### src/sv/mom_pkg.sv
package mom_pkg;
   localparam int CalSamples = 10;
   localparam int CntW = 5;
   localparam logic [CntW-1:0] CalLast = CntW'(CalSamples - 1);
   // trimmed mean divisor as a reciprocal, exact for magnitudes below 2**21
   localparam int TrimDivisor = CalSamples - 2;
   localparam int TrimShift = 21 + $clog2(TrimDivisor);
   localparam longint unsigned TrimRecip =
      ((64'd1 << TrimShift) + longint'(TrimDivisor) - 64'd1) / longint'(TrimDivisor);
   localparam logic [1:0] ST_OK = 2'd0;
   localparam logic [1:0] ST_WEAK = 2'd1;
   localparam logic [1:0] ST_CAL = 2'd2;
   localparam logic [1:0] ST_DONE = 2'd3;
   localparam logic [0:0] REG_DIV = 1'b0;
   localparam logic [0:0] REG_LIM = 1'b1;
   typedef enum logic [2:0] {S_IDLE, S_DIV, S_ACC, S_TRIM, S_SQ, S_SQRT, S_OUT} state_type;
   typedef struct packed {
      logic start;
      logic [15:0] divisor;
   } lane_ctl_type;
endpackage

### src/sv/mom_if.sv
interface mom_req_if;
   logic valid;
   logic ready;
   logic kind;
   logic signed [15:0] raw_x;
   logic signed [15:0] raw_y;
   logic signed [15:0] raw_z;
   modport source (output valid, kind, raw_x, raw_y, raw_z, input ready);
   modport sink (input valid, kind, raw_x, raw_y, raw_z, output ready);
endinterface

interface mom_rsp_if;
   logic valid;
   logic ready;
   logic signed [15:0] field_x;
   logic signed [15:0] field_y;
   logic signed [15:0] field_z;
   logic [15:0] magnitude;
   logic [1:0] status;
   modport source (output valid, field_x, field_y, field_z, magnitude, status, input ready);
   modport sink (input valid, field_x, field_y, field_z, magnitude, status, output ready);
endinterface

### src/sv/mom_div_lane.sv
// signed 22-bit dividend by unsigned 16-bit divisor, truncating, one bit a cycle
module mom_div_lane (
   input  logic clock,
   input  logic reset,
   input  mom_pkg::lane_ctl_type ctl,
   input  logic signed [21:0] dividend,
   output logic signed [21:0] quotient,
   output logic busy
);
   import mom_pkg::*;
   logic [21:0] q_ff, q_in;
   logic [16:0] r_ff, r_in;
   logic [15:0] d_ff, d_in;
   logic neg_ff, neg_in;
   logic [4:0] cnt_ff, cnt_in;
   logic busy_ff, busy_in;
   logic [16:0] trial;

   always_comb begin
      q_in = q_ff; r_in = r_ff; d_in = d_ff; neg_in = neg_ff;
      cnt_in = cnt_ff; busy_in = busy_ff;
      trial = {r_ff[15:0], q_ff[21]} - {1'b0, d_ff};
      if (ctl.start) begin
         neg_in = dividend[21];
         q_in = dividend[21] ? 22'(-dividend) : dividend;
         r_in = '0;
         d_in = ctl.divisor;
         cnt_in = 5'd21;
         busy_in = 1'b1;
      end else if (busy_ff) begin
         if (!trial[16]) begin
            r_in = trial;
            q_in = {q_ff[20:0], 1'b1};
         end else begin
            r_in = {r_ff[15:0], q_ff[21]};
            q_in = {q_ff[20:0], 1'b0};
         end
         cnt_in = cnt_ff - 5'd1;
         if (cnt_ff == 5'd0) busy_in = 1'b0;
      end
   end

   always_ff @(posedge clock) begin
      q_ff <= q_in; r_ff <= r_in; d_ff <= d_in; neg_ff <= neg_in; cnt_ff <= cnt_in;
      if (reset) busy_ff <= 1'b0;
      else busy_ff <= busy_in;
   end

   assign busy = busy_ff;
   assign quotient = neg_ff ? -$signed(q_ff) : $signed(q_ff);
endmodule

### src/sv/mom_sqrt.sv
// bit-serial floor square root of a 35-bit value, saturating at 16 bits, one result bit a cycle
module mom_sqrt (
   input  logic clock,
   input  logic reset,
   input  logic start,
   input  logic [34:0] radicand,
   output logic [15:0] root,
   output logic busy
);
   import mom_pkg::*;
   logic [15:0] r_ff, r_in;
   logic [34:0] v_ff, v_in;
   logic [3:0] b_ff, b_in;
   logic busy_ff, busy_in;
   logic [15:0] t;
   logic [31:0] tsq;

   always_comb begin
      r_in = r_ff; v_in = v_ff; b_in = b_ff; busy_in = busy_ff;
      t = r_ff | (16'd1 << b_ff);
      tsq = t * t;
      if (start) begin
         r_in = '0; v_in = radicand; b_in = 4'd15; busy_in = 1'b1;
      end else if (busy_ff) begin
         if ({3'b0, tsq} <= v_ff) r_in = t;
         b_in = b_ff - 4'd1;
         if (b_ff == 4'd0) busy_in = 1'b0;
      end
   end

   always_ff @(posedge clock) begin
      r_ff <= r_in; v_ff <= v_in; b_ff <= b_in;
      if (reset) busy_ff <= 1'b0;
      else busy_ff <= busy_in;
   end

   assign root = r_ff;
   assign busy = busy_ff;
endmodule

### src/sv/magnetometer_offset_and_magnitude.sv
// a calibration sample passes S_DIV, S_ACC and S_OUT; the one that closes the round
//    stays in S_ACC to latch the trimmed sums, then passes S_TRIM; a measure sample
//    passes S_DIV, S_SQ, S_SQRT and S_OUT (22 divider steps, 16 root steps)
// one sample in flight; a waiting result stalls S_OUT and so holds off the next beat
// reset (synchronous, active high): offsets, round count and sums cleared,
//    divisor 3000, near-zero limit 3
module magnetometer_offset_and_magnitude (
   input  logic clock,
   input  logic reset,
   mom_req_if.sink req,
   mom_rsp_if.source rsp,
   input  logic csr_we,
   input  logic [0:0] csr_index,
   input  logic [14:0] csr_wdata
);
   import mom_pkg::*;

   // configuration registers
   logic [14:0] div_ff, lim_ff;
   // calibration state
   logic signed [15:0] off_ff [3];
   logic signed [20:0] sum_ff [3];
   logic signed [15:0] mn_ff [3], mx_ff [3];
   logic [CntW-1:0] cnt_ff;
   // working registers
   state_type state_ff, state_in;
   logic kind_ff;
   logic signed [15:0] s_ff [3];
   logic signed [15:0] f_ff [3];
   logic [31:0] sq_ff [3];
   logic [1:0] sqi_ff;
   logic [34:0] acc_ff;
   logic done_ff;
   logic signed [20:0] trim_ff [3];
   // result register
   logic rv_ff;
   logic signed [15:0] ox_ff, oy_ff, oz_ff;
   logic [15:0] om_ff;
   logic [1:0] os_ff;

   lane_ctl_type ctl;
   logic signed [21:0] dvd [3];
   logic signed [21:0] quo [3];
   logic [2:0] lbusy;
   logic sq_start, sq_busy;
   logic [34:0] radicand;
   logic [15:0] root;
   logic signed [20:0] trim [3];
   logic [20:0] tmag [3];
   logic [43:0] tprod [3];
   logic [15:0] tq [3];
   logic out_load;

   // lanes run the scaling division of each axis
   assign ctl.divisor = (div_ff == 15'd0) ? 16'd1 : {1'b0, div_ff};
   assign ctl.start = (state_ff == S_IDLE) && req.valid && req.ready;

   for (genvar i = 0; i < 3; i++) begin : g_lane
      logic signed [15:0] rin;
      assign rin = (i == 0) ? req.raw_x : (i == 1) ? req.raw_y : req.raw_z;
      assign dvd[i] = 22'(rin);
      mom_div_lane u_lane (.clock, .reset, .ctl, .dividend(dvd[i]),
                           .quotient(quo[i]), .busy(lbusy[i]));
      // trimmed mean: magnitude times a fixed reciprocal, sign put back after
      assign trim[i] = sum_ff[i] - 21'(mn_ff[i]) - 21'(mx_ff[i]);
      assign tmag[i] = trim_ff[i][20] ? 21'(-trim_ff[i]) : 21'(trim_ff[i]);
      assign tprod[i] = 44'(tmag[i]) * 44'(TrimRecip);
      assign tq[i] = 16'(tprod[i] >> TrimShift);
   end

   // input is free whenever the core is idle, a waiting result only stalls S_OUT
   assign req.ready = (state_ff == S_IDLE);
   assign out_load = (state_ff == S_OUT) && (!rv_ff || rsp.ready);
   assign sq_start = (state_ff == S_SQ) && (sqi_ff == 2'd3);
   // last lane product joins the sum as the root starts
   assign radicand = acc_ff + 35'(sq_ff[2]);

   mom_sqrt u_sqrt (.clock, .reset, .start(sq_start), .radicand,
                    .root, .busy(sq_busy));

   // next state
   always_comb begin
      state_in = state_ff;
      unique case (state_ff)
         S_IDLE: if (req.valid && req.ready) state_in = S_DIV;
         S_DIV: if (!lbusy[0] && !ctl.start) state_in = kind_ff ? S_ACC : S_SQ;
         // closing sample stays in S_ACC after its merge to latch the trimmed sums
         S_ACC: begin
            if (done_ff) state_in = S_TRIM;
            else if (cnt_ff != CalLast) state_in = S_OUT;
         end
         S_TRIM: state_in = S_OUT;
         S_SQ: if (sqi_ff == 2'd3) state_in = S_SQRT;
         S_SQRT: if (!sq_busy && !sq_start) state_in = S_OUT;
         S_OUT: if (out_load) state_in = S_IDLE;
         default: state_in = S_IDLE;
      endcase
   end

   logic is_weak;
   always_comb begin
      is_weak = lim_ff != 15'd0;
      for (int i = 0; i < 3; i++)
         if (!(s_ff[i] < $signed({1'b0, lim_ff}) && s_ff[i] > -$signed({1'b0, lim_ff})))
            is_weak = 1'b0;
   end

   always_ff @(posedge clock) begin
      if (reset) begin
         state_ff <= S_IDLE;
         div_ff <= 15'd3000;
         lim_ff <= 15'd3;
         cnt_ff <= '0;
         rv_ff <= 1'b0;
         done_ff <= 1'b0;
         for (int i = 0; i < 3; i++) begin
            off_ff[i] <= '0;
            sum_ff[i] <= '0;
         end
      end else begin
         state_ff <= state_in;
         if (csr_we) begin
            unique case (csr_index)
               REG_DIV: div_ff <= csr_wdata;
               REG_LIM: lim_ff <= csr_wdata;
               default: ;
            endcase
         end
         if (out_load) rv_ff <= 1'b1;
         else if (rsp.valid && rsp.ready) rv_ff <= 1'b0;
         if (state_ff == S_IDLE && req.valid && req.ready) begin
            kind_ff <= req.kind;
            sqi_ff <= '0;
            acc_ff <= '0;
         end
         if (state_ff == S_DIV && state_in != S_DIV) begin
            for (int i = 0; i < 3; i++) begin
               s_ff[i] <= quo[i][15:0];
               f_ff[i] <= quo[i][15:0] - off_ff[i];
            end
         end
         // merge: accumulate the round, track extremes; once the round is done, latch the trimmed sums
         if (state_ff == S_ACC) begin
            if (!done_ff) begin
               for (int i = 0; i < 3; i++) begin
                  if (cnt_ff == '0) begin
                     sum_ff[i] <= 21'(s_ff[i]);
                     mn_ff[i] <= s_ff[i];
                     mx_ff[i] <= s_ff[i];
                  end else begin
                     sum_ff[i] <= sum_ff[i] + 21'(s_ff[i]);
                     if (s_ff[i] < mn_ff[i]) mn_ff[i] <= s_ff[i];
                     if (s_ff[i] > mx_ff[i]) mx_ff[i] <= s_ff[i];
                  end
               end
               if (cnt_ff == CalLast) begin
                  done_ff <= 1'b1;
                  cnt_ff <= '0;
               end else cnt_ff <= cnt_ff + 1'b1;
            end else begin
               for (int i = 0; i < 3; i++) trim_ff[i] <= trim[i];
            end
         end
         if (state_ff == S_DIV && state_in == S_ACC) done_ff <= 1'b0;
         // merge: sum of squares, one lane product a cycle
         if (state_ff == S_SQ) begin
            if (sqi_ff != 2'd3) begin
               sq_ff[sqi_ff] <= 32'(32'(f_ff[sqi_ff]) * 32'(f_ff[sqi_ff]));
               if (sqi_ff != 2'd0) acc_ff <= acc_ff + 35'(sq_ff[sqi_ff - 2'd1]);
               sqi_ff <= sqi_ff + 2'd1;
            end
         end
         if (out_load) begin
            if (kind_ff) begin
               if (done_ff) begin
                  ox_ff <= off_ff[0]; oy_ff <= off_ff[1]; oz_ff <= off_ff[2];
                  os_ff <= ST_DONE;
               end else begin
                  ox_ff <= '0; oy_ff <= '0; oz_ff <= '0;
                  os_ff <= ST_CAL;
               end
               om_ff <= '0;
            end else begin
               ox_ff <= f_ff[0]; oy_ff <= f_ff[1]; oz_ff <= f_ff[2];
               om_ff <= root;
               os_ff <= is_weak ? ST_WEAK : ST_OK;
            end
         end
         if (state_ff == S_TRIM) begin
            for (int i = 0; i < 3; i++) begin
               off_ff[i] <= trim_ff[i][20] ? -tq[i] : tq[i];
               sum_ff[i] <= '0;
            end
         end
      end
   end

   assign rsp.valid = rv_ff;
   assign rsp.field_x = ox_ff;
   assign rsp.field_y = oy_ff;
   assign rsp.field_z = oz_ff;
   assign rsp.magnitude = om_ff;
   assign rsp.status = os_ff;
endmodule

### src/flat_wrapper.sv
// flat-port wrapper written by rule: the top's interface ports become plain ports
module magnetometer_offset_and_magnitude_flat import mom_pkg::*;
  (clock, reset, csr_we, csr_index, csr_wdata, req_valid, req_kind, req_raw_x, req_raw_y, req_raw_z, req_ready, rsp_valid, rsp_field_x, rsp_field_y, rsp_field_z, rsp_magnitude, rsp_status, rsp_ready);
  mom_req_if req_i ();
  mom_rsp_if rsp_i ();
  input  logic clock;
  input  logic reset;
  input  logic csr_we;
  input  logic [0:0] csr_index;
  input  logic [14:0] csr_wdata;
  input wire logic [$bits(req_i.valid)-1:0] req_valid;
  input wire logic [$bits(req_i.kind)-1:0] req_kind;
  input wire logic [$bits(req_i.raw_x)-1:0] req_raw_x;
  input wire logic [$bits(req_i.raw_y)-1:0] req_raw_y;
  input wire logic [$bits(req_i.raw_z)-1:0] req_raw_z;
  output wire logic [$bits(req_i.ready)-1:0] req_ready;
  output wire logic [$bits(rsp_i.valid)-1:0] rsp_valid;
  output wire logic [$bits(rsp_i.field_x)-1:0] rsp_field_x;
  output wire logic [$bits(rsp_i.field_y)-1:0] rsp_field_y;
  output wire logic [$bits(rsp_i.field_z)-1:0] rsp_field_z;
  output wire logic [$bits(rsp_i.magnitude)-1:0] rsp_magnitude;
  output wire logic [$bits(rsp_i.status)-1:0] rsp_status;
  input wire logic [$bits(rsp_i.ready)-1:0] rsp_ready;
  assign req_i.valid = req_valid;
  assign req_i.kind = req_kind;
  assign req_i.raw_x = req_raw_x;
  assign req_i.raw_y = req_raw_y;
  assign req_i.raw_z = req_raw_z;
  assign req_ready = req_i.ready;
  assign rsp_valid = rsp_i.valid;
  assign rsp_field_x = rsp_i.field_x;
  assign rsp_field_y = rsp_i.field_y;
  assign rsp_field_z = rsp_i.field_z;
  assign rsp_magnitude = rsp_i.magnitude;
  assign rsp_status = rsp_i.status;
  assign rsp_i.ready = rsp_ready;
  magnetometer_offset_and_magnitude u_core (.clock(clock), .reset(reset), .req(req_i), .rsp(rsp_i), .csr_we(csr_we), .csr_index(csr_index), .csr_wdata(csr_wdata));
endmodule
### config.mk
export PLATFORM = sky130hd
export DESIGN_NAME = magnetometer_offset_and_magnitude_flat
export DESIGN_NICKNAME = d
export VERILOG_FILES = /design/src/sv/mom_pkg.sv /design/src/sv/mom_if.sv /design/src/sv/mom_div_lane.sv /design/src/sv/mom_sqrt.sv /design/src/sv/magnetometer_offset_and_magnitude.sv /design/src/flat_wrapper.sv
export SDC_FILE = /design/constraint.sdc
export NUM_CORES = 2
export LEC_CHECK = 0
export BUFFER_PORTS_ARGS = -buffer_cell sky130_fd_sc_hd__buf_2
export CORE_MARGIN = 1.5
export CORE_UTILIZATION = 65
export DETAILED_ROUTE_END_ITERATION = 8
export PLACE_DENSITY = 0.82
export SKIP_CTS_REPAIR_TIMING = 1
export SLEW_MARGIN = 5
export SYNTH_ARGS = -nofsm -noshare
export SYNTH_HDL_FRONTEND = slang
export SYNTH_SLANG_ARGS = --single-unit
### constraint.sdc
create_clock -name clock -period 25.8 [get_ports clock]
set_input_delay 2.58 -clock clock [delete_from_list [all_inputs] [get_ports clock]]
set_output_delay 2.58 -clock clock [all_outputs]
set_load 0.02 [all_outputs]
==> summary.txt <==
Timing
  • Worst-Margin Slew: approximately 1.3 ns
  • Final hold violations: 0
  • Fmax: ~0.099 GHz
  • Clock skew: between 0.06 and 0.07 ns
  • RSZ-0062 raised after global routing: false
  • Final period util: 39.3%
  • Slew HR: between 15 and 20%
  • Final setup violation count: 0
  • Min Tclk post-route: around 10 ns
  • Setup TNS: 0 ns
  • Slew Limit Fails: 0

Final layout
  • Layout cell share with drive strength beyond 1: approximately 5.6%
  • Final net count: about 8400
  • Fill count: approximately 7500
  • Syn-to-layout area delta: 7.75%

Yosys
  • Syn Nets: 8293
  • Post-synth ARST share: 0%
  • Register area share after synthesis: 33.2%
  • Syn_area_per_cell: between 9 and 10 um2
  • FF+latch count, synth: between 800 and 900
  • Syn Inst Count: just over 7000
  • Ys Warns: 0
  • Synth top cells by count: inv_1 (919), ha_1 (698), nand2_1 (649)
  • Most frequent cell after synthesis: inv_1
  • EDFF count, synth: roughly 640
  • Cell area after synthesis: 0.0680 mm2
  • Synth top area share: around 28%
  • Netlist cell types: 79
  • Largest cells by area after synthesis: edfxtp_1 (28%), fa_1 (14%), ha_1 (13%)
  • Synth area leader: edfxtp_1
  • Ys flop type: edfxtp_1

Placed design
  • Post-DP HPWL: approximately 140000 um
  • # port buffers: approximately 140
  • Final Wtd Congestion: approximately 1

Worst setup path
  • CP peak stage delay: about 0.66 ns
  • Worst Path Max Fanout: 16
  • CP endpoint kind: register
  • Crit start category: register
  • Crit path DAT: 10.76 ns
  • CP max-delay cell: a21oi_1
  • Crit Path Class: register to register
  • CP required: ~26 ns

Clock tree
  • CTS max path bufs: 3
  • CTS tree: yes
  • Num CTS Buffers: just over 90
  • Clock root cell: clkbuf_16
  • H-Tree Depth: 3
  • Clock slew at reported path FFs: roughly 0.06 ns
  • CTS Sinks: roughly 810
  • Clock Latency Late Sink: between 0.7 and 0.8 ns

Route
  • DRC violations left: 0
  • Vias/cell: 6.18
  • WL final: approximately 180000 um
  • WL/cell: about 21 um
  • DR iter-0 viols: between 4000 and 5000
  • TritonRoute pass-1 iters: 9
  • Via count: approximately 53000
  • ANT nets after route: 0

Global routing
  • Vias in the first global route: approximately 53000
  • Pin count of the biggest net entering global routing: slightly above 80
  • Grt total ovfl: 0
  • First-pass GRT wire length: approximately 290000 um
  • Initial antenna violation count: 8
  • Total GRT Usage: between 30% and 40%

Die
  • Die ar.: between 0.1 and 0.15 mm2
  • Die Y: between 300 and 400 um
  • Core box area: 0.104 mm2
  • Chip Width: between 300 and 400 um
  • IO Count: between 100 and 150
  • Cell Rows: between 100 and 150
  • Starting Density: 65.6%

Job
  • Max Cap Violations: 0

Outcome
  • Status: finished, final reports clean

Worst hold path
  • Class of the worst hold path: register to register
-- cells in the final DEF, fill, tap and decap left out, drive strengths merged, types with 90 or more instances in the layout --
cell      n
ha      698
a21o    152
nand3   160
o21a     90
nor2b    97
buf     190
fa      473
inv     928
xnor2   275
a21oi   421
nor2    508
o21ai   396
edfxtp  637
dfxtp   171
nand2   649
nor3    113
clkbuf  126
xor2    168
mux2i    91
-- critical path, delay by kind of cell (launching register included) --
family / cells / cell delay [ns]
buffers and inverters: 7 / 1.03
AOI/OAI and AO/OA: 9 / 2.34
and+or+nand+nor: 9 / 2.24
adders and majority gates: 9 / 4.01
DFF: 1 / 0.42
-- state kept, by name, summed over array words and instances, names as in the netlist, 35 cells and up, named ones only --
name	cells
u_core.u_sqrt.v_ff	35
u_core.trim_ff	60
u_core.mn_ff	48
u_core.off_ff	48
u_core.mx_ff	48
u_core.g_lane.u_lane.q_ff	66
u_core.sq_ff	93
u_core.sum_ff	63
u_core.acc_ff	35
u_core.f_ff	48
u_core.s_ff	48
u_core.g_lane.u_lane.r_ff	48
-- area by class of cell --
class                           count  area (um2)  share of cell area, %
Clock buffer                      126        2550                   3.48
Inverter                          933        3500                   4.78
Clock inverter                     45         571                  0.779
Sequential cell                   808       22600                   30.8
Tap cell                         1380        1730                   2.36
Multi-Input combinational cell   5109       41300                   56.3
Timing Repair Buffer              190        1080                   1.48
Antenna cell                        4        10.0                 0.0137
-- stage by stage --
step / utilization [%] / instance area (um2) / hold WS [ns] / instances / setup slack (ns)
after detailed placement: 67.7 / 70100 / 0.450 / 8420 / 15.84
after global placement: 67.7 / 70100 / 0.449 / 8420 / 16.34
after global routing: 70.7 / 73300 / 0.475 / 8593 / 15.13
after floorplan: - / 68000 / 0.436 / 7052 / 17.14
final: 70.7 / 73300 / 0.455 / 8595 / 15.65
after CTS: 70.7 / 73300 / 0.455 / 8591 / 15.76
-- path summary, 6_finish.rpt --
kind                    startpoint                               end  slack (ns)  cells after the start
min reg2reg      u_core.div_ff[10]  u_core.g_lane[0].u_lane.d_ff[10]        0.45                      0
max          u_core.u_sqrt.b_ff[0]            u_core.u_sqrt.root[13]       15.65                     34
min              u_core.div_ff[10]  u_core.g_lane[0].u_lane.d_ff[10]        0.45                      0
max reg2reg  u_core.u_sqrt.b_ff[0]            u_core.u_sqrt.root[13]       15.65                     34
-- kinds of logic after synthesis --
family                   synth area share, %
multiplexers                            1.37
buffers and inverters                   6.28
adder cells (fa/ha/maj)                 26.8
XOR/XNOR                                5.70
flip-flops                              33.2
AO/OA/AOI/OAI                           13.4
AND/OR/NAND/NOR                         13.3
-- layer usage --
layer,up-vias,wire length (um),GRT usage (%)
met5,-,29,0
met4,4,10100,16.7
met3,516,17800,6.60
met2,2503,83900,54.9
met1,25623,72600,45.4
li1,24494,-,-
Power is not shown: default switching activity piles up to over one toggle a cycle in this logic, so the estimate is an artifact.
